--- config.mk ---
export PLATFORM = sky130hd
export DESIGN_NAME = twbh_hash
export DESIGN_NICKNAME = d
export VERILOG_FILES = /design/src/hdl/twbh_pkg.sv /design/src/hdl/twbh_hash.sv
export SDC_FILE = /design/constraint.sdc
export NUM_CORES = 2
export LEC_CHECK = 0
export BUFFER_PORTS_ARGS = -buffer_cell sky130_fd_sc_hd__buf_2
export CAP_MARGIN = 20
export CORE_MARGIN = 1
export CORE_UTILIZATION = 55
export CTS_BUF_LIST = sky130_fd_sc_hd__clkbuf_4
export DETAILED_ROUTE_END_ITERATION = 12
export GPL_ROUTABILITY_DRIVEN = 0
export HOLD_SLACK_MARGIN = 0.15
export PLACE_DENSITY = 0.83
export SLEW_MARGIN = 20
export SYNTH_ARGS = -nofsm -noshare
export SYNTH_HDL_FRONTEND = slang
export SYNTH_SLANG_ARGS = --single-unit
--- constraint.sdc ---
create_clock -name clk -period 11.74 [get_ports clk]
set_clock_uncertainty 0.1 [all_clocks]
set_input_delay 1.761 -clock clk [delete_from_list [all_inputs] [get_ports clk]]
set_output_delay 1.761 -clock clk [all_outputs]
set_load 0.02 [all_outputs]
--- src/hdl/twbh_pkg.sv ---
// Package for the two-way bucket hash map: payload types, result codes, register
// indexes, the hash prime and the coefficient LFSR step.
// Has no dependencies; the top level and the hash unit import it.
`default_nettype none

package twbh_pkg;

  // Defaults for the top-level parameters.
  localparam int MAX_BUCKETS_DEF      = 1024;
  localparam int SLOTS_PER_BUCKET_DEF = 2;
  localparam int HANDLE_BITS_DEF      = 32;

  // A map holding more than this many entries per bucket grows instead of reseeding.
  localparam int CROWD_FACTOR = 2;

  // 2^35 - 2^31 - 1
  localparam logic [34:0] HASH_PRIME = 35'h7_7FFF_FFFF;
  localparam logic [31:0] LFSR_MASK  = 32'h8020_0003;

  localparam int CFG_AW = 4;

  localparam logic [1:0] REG_INIT_MULT = 2'd0;
  localparam logic [1:0] REG_INIT_ADD  = 2'd1;
  localparam logic [1:0] REG_SEED      = 2'd2;

  localparam logic CMD_GET    = 1'b0;
  localparam logic CMD_REMOVE = 1'b1;

  typedef enum logic [2:0] {
    ST_FOUND      = 3'd0,
    ST_INSERTED   = 3'd1,
    ST_REMOVED    = 3'd2,
    ST_RM_MISSING = 3'd3,
    ST_FULL       = 3'd4,
    ST_ZERO_KEY   = 3'd5
  } status_t;

  typedef struct packed {
    logic        cmd;
    logic [63:0] key;
    logic [31:0] handle;
  } in_t;

  typedef struct packed {
    logic [2:0]  status;
    logic [31:0] handle_out;
    logic [11:0] entry_count;
  } out_t;

  // One step of the Galois LFSR; a zero state is first replaced by one.
  function automatic logic [31:0] lfsr_step(input logic [31:0] s);
    logic [31:0] v;
    v = (s == 32'd0) ? 32'd1 : s;
    lfsr_step = v[0] ? ((v >> 1) ^ LFSR_MASK) : (v >> 1);
  endfunction

endpackage

`default_nettype wire

--- src/hdl/twbh_hash.sv ---
// Shared hash unit: one 32x32 multiplier used twice, then a shift-add folding loop
// that reduces modulo the hash prime. Depends on twbh_pkg.
`default_nettype none

module twbh_hash #(
  parameter int BKT_W = 10,
  parameter int LG_W  = 4
) (
  input  wire logic             clk,
  input  wire logic             rst_n,
  input  wire logic             start,
  input  wire logic [31:0]      mult,
  input  wire logic [31:0]      add,
  input  wire logic [63:0]      key,
  input  wire logic [LG_W-1:0]  lg,
  output logic                  done,
  output logic [BKT_W-1:0]      bucket
);

  import twbh_pkg::*;

  typedef enum logic [2:0] {H_IDLE, H_MLO, H_MHI, H_ADD, H_RED} hstate_t;

  hstate_t         st_r;
  logic [31:0]     a_r, b_r;
  logic [63:0]     key_r, acc_r, prod_r;
  logic [LG_W-1:0] lg_r;
  logic            done_r;
  logic [BKT_W-1:0] bucket_r;

  logic [31:0] mul_b;
  logic [63:0] mul_p;
  logic [28:0] hi;
  logic [34:0] rem;

  assign mul_b = (st_r == H_MHI) ? key_r[63:32] : key_r[31:0];
  assign mul_p = a_r * mul_b;
  assign hi    = acc_r[63:35];
  // The folded value is below 2^35, which is under twice the prime.
  assign rem   = (acc_r[34:0] >= HASH_PRIME) ? (acc_r[34:0] - HASH_PRIME) : acc_r[34:0];

  always_ff @(posedge clk) begin
    if (!rst_n) begin
      st_r   <= H_IDLE;
      done_r <= 1'b0;
    end else begin
      done_r <= 1'b0;
      unique case (st_r)
        H_IDLE: begin
          if (start) begin
            a_r   <= mult;
            b_r   <= add;
            key_r <= key;
            lg_r  <= lg;
            st_r  <= H_MLO;
          end
        end
        H_MLO: begin
          acc_r <= mul_p;
          st_r  <= H_MHI;
        end
        H_MHI: begin
          prod_r <= mul_p;
          st_r   <= H_ADD;
        end
        H_ADD: begin
          acc_r <= acc_r + {prod_r[31:0], 32'h0} + {32'h0, b_r};
          st_r  <= H_RED;
        end
        H_RED: begin
          // 2^35 is congruent to 2^31 + 1, so the high part folds back in.
          if (hi != 29'd0) begin
            acc_r <= (64'(hi) << 31) + 64'(hi) + 64'(acc_r[34:0]);
          end else begin
            bucket_r <= rem[BKT_W-1:0] & ~({BKT_W{1'b1}} << lg_r);
            done_r   <= 1'b1;
            st_r     <= H_IDLE;
          end
        end
        default: st_r <= H_IDLE;
      endcase
    end
  end

  assign done   = done_r;
  assign bucket = bucket_r;

endmodule

`default_nettype wire
==> qor.txt <==
Starting Density = 55.5%
Post-route ant nets = 0
Yosys warning count = 0
Top FF cell, synth = edfxtp_1
Vias = 37500
Core area = 86600 um^2
Synth Cell Area = 48100 um^2
I/O pin count = 146
Layout cell share with drive strength beyond 1 = 7.01%
Min Tclk post-route = 9940 ps
Die Y = 298 um
Pin count of the biggest net entering global routing = 70
Final Non-Filler Cells = 6269
Setup crit start kind = flop
Chip width = 298 um
First-pass GRT wire length = 214000 um
Largest area contributor in the netlist = fa_1
Actual slew at the worst max-slew pin = 956 ps
CTS tree = yes
Mapped Cells = 5087
Post-CTS setup buffers = 0
Crit share post-route = 84.7%
CP Data Required Time = 12330 ps
Synth async-reset ratio = 0%
RSZ-0062 raised after global routing = no
H-tree lvl count = 3
Die area = 88600 um^2
Synth Area per Inst = 9.45 um^2
Min Hold Slack = 487 ps
# rows = 108
Crit-path max FO = 32
Sum of negative setup slack = 0 ps
Slew margin rel. = 36.3%
Fill cell count = 7060
Fmax = 101 MHz
DP HPWL = 103000 um
Nets = 6462
Critical Path End Type = flop
Total gr overflow = 0
Vias in the first global route = 39900
Sequential share of the synthesized area = 15.0%
CTS Hold Buffers Added = 0
Clock tree buffer depth = 3
Pins over their slew limit = 0
Pre-CTS setup slack = 1940 ps
Outcome = finished, final reports clean
Footprint of the multi-input gates = 36500 um^2
First-pass DRT Iterations = 9
Antenna violations before repair = 6
CTS Root Cell = clkbuf_4
Clock transition at path regs = 60 ps
Final Hold Fails = 0
Crit path kind = flop to flop
Final setup violation count = 0
Synth top area share = 37.4%
Area grow syn2layout = 4.82%
Max Cap Viol = 0
EDFF count, synth = 238
Port Buffers = 145
DRC = 0
Synth cell types = 80
Area contributors post-synth = fa_1, edfxtp_1, ha_1
FF/Latch Area = 7230 um^2
Seq cells post-synth = 242
GRT Overall Usage = 31.1%
WL final = 135000 um
Inserted Clock Buffers = 70
Hold Path Class = flop to flop
Clk sinks = 242
Syn Nets = 6480
Final critical-path setup slack = 1800 ps
Worst EP arrival = 10530 ps
Routed length per placed instance = 21.6 um
Worst-skew pair later-pin latency = 950 ps
Starting DRC count in detailed routing = 3943
# resized after CTS = 0
Vias per cell = 5.98
Placed instance count = 6151
worst max-delay path, stage by stage (launching register included):
cell      delay, ps
dfxtp_1         440
nor3b_2         410
buf_4           600
mux2_2          890
nand2_1         210
fa_1            570
inv_1            50
fa_1            480
inv_1            60
fa_1            520
inv_1            50
fa_1            500
inv_1            60
fa_1            550
fa_1            440
fa_1            480
fa_1            500
inv_1            50
ha_1            400
a21oi_1         300
o21ai_0         200
o31ai_1         600
o31a_1          350
o311ai_2        170
a41oi_1         320
xnor2_1         120
a22oi_1         210
nand2_1          70
stage by stage:
step,util (%),cell area [um^2]
finish,58.2,50400
global route,58.2,50400
CTS,58.1,50400
detailed placement,57.2,49500
global placement,57.2,49500
floorplan,-,48100
path summary, 6_finish.rpt:
| kind | from | end | slack (ps) | depth (start not counted) |
|---|---|---|---|---|
| worst max register to register | st_r[1] | acc_r[61] | 1800 | 27 |
| worst min-delay path | st_r[1] | st_r[0] | 490 | 2 |
| worst max-delay path | st_r[1] | acc_r[61] | 1800 | 27 |
| worst min register to register | st_r[1] | st_r[0] | 490 | 2 |
sequential cells by signal (all words and copies together), names as in the netlist:
name	flops
key_r	64
prod_r	32
done	1
acc_r	64
st_r	3
b_r	32
lg_r	4
bucket	10
a_r	32
cell families after synthesis:
kind of cell | after synthesis | share of synthesized area [%]
and+or+nand+nor | 1525 | 15.7
adders and majority gates | 1258 | 46.8
buffers and inverters | 1176 | 9.20
AOI/OAI and AO/OA | 666 | 9.10
DFF | 242 | 15.0
xor gates and xnor gates | 186 | 3.39
muxes | 34 | 0.791
placed cells by master, fill, tap and decap left out, types with 8 or more instances in the layout:
cell type | Yosys | layout
nand2_1 | 679 | 679
a21o_1 | 107 | 107
buf_2 | 1 | 145
and3_1 | 23 | 23
inv_1 | 896 | 896
clkinv_1 | 0 | 15
fa_1 | 898 | 898
nand3_1 | 38 | 38
o22ai_1 | 8 | 8
o21a_1 | 23 | 23
nand2b_1 | 15 | 15
o21ai_0 | 130 | 130
o221ai_1 | 11 | 11
nor4_1 | 15 | 15
nor2b_1 | 16 | 16
a31oi_1 | 18 | 18
mux2_2 | 32 | 32
a211oi_1 | 12 | 12
and2_1 | 498 | 498
xnor2_1 | 111 | 111
o21bai_1 | 30 | 30
xor2_1 | 75 | 75
ha_1 | 360 | 360
edfxtp_1 | 238 | 238
nor2_1 | 115 | 113
clkbuf_4 | 1 | 85
buf_4 | 0 | 44
a21oi_1 | 187 | 187
nor3_1 | 30 | 29
a21boi_0 | 12 | 11
o31ai_1 | 10 | 10
nand4_1 | 54 | 54
a221o_1 | 8 | 8
or2_2 | 9 | 9
o211ai_1 | 10 | 10
a22oi_1 | 44 | 44
routing by layer:
| metal | vias up | part of all wire [%] | global-route usage, % |
|---|---|---|---|
| met2 | 2374 | 46 | 49.6 |
| met5 | - | 0.031 | 0 |
| met1 | 18400 | 35 | 37.9 |
| li1 | 16000 | - | - |
| met4 | 6 | 7.6 | 19.8 |
| met3 | 695 | 11 | 7.54 |
cell type report:
type / instances / area share [%]
clock buffers: 85 / 1.27
clock inverters: 26 / 0.340
repair buffers: 190 / 2.12
flip-flops and latches: 242 / 14.3
well taps: 1155 / 2.87
diodes: 6 / 0.0298
multi-input cells: 3669 / 72.4
inverters: 896 / 6.68
synth_stat cells (all sizes together) (9+ instances only):
cell	instances
nand4	54
a21o	107
and2	499
nor4	16
a21boi	12
mux2	32
o21bai	30
or2	9
a21oi	189
a211oi	13
nand2b	15
edfxtp	238
and3	23
xnor2	111
o31ai	10
nand2	679
xor2	75
o21ai	135
a31oi	19
clkbuf	277
o211ai	10
nand3	39
o221ai	12
nor2b	16
fa	898
a22oi	44
o21a	23
inv	896
nor3	30
nor2	115
ha	360
Power is left out: the tool's default activity adds up to more than one toggle a clock period on the data nets, which glitch-free logic cannot reach.
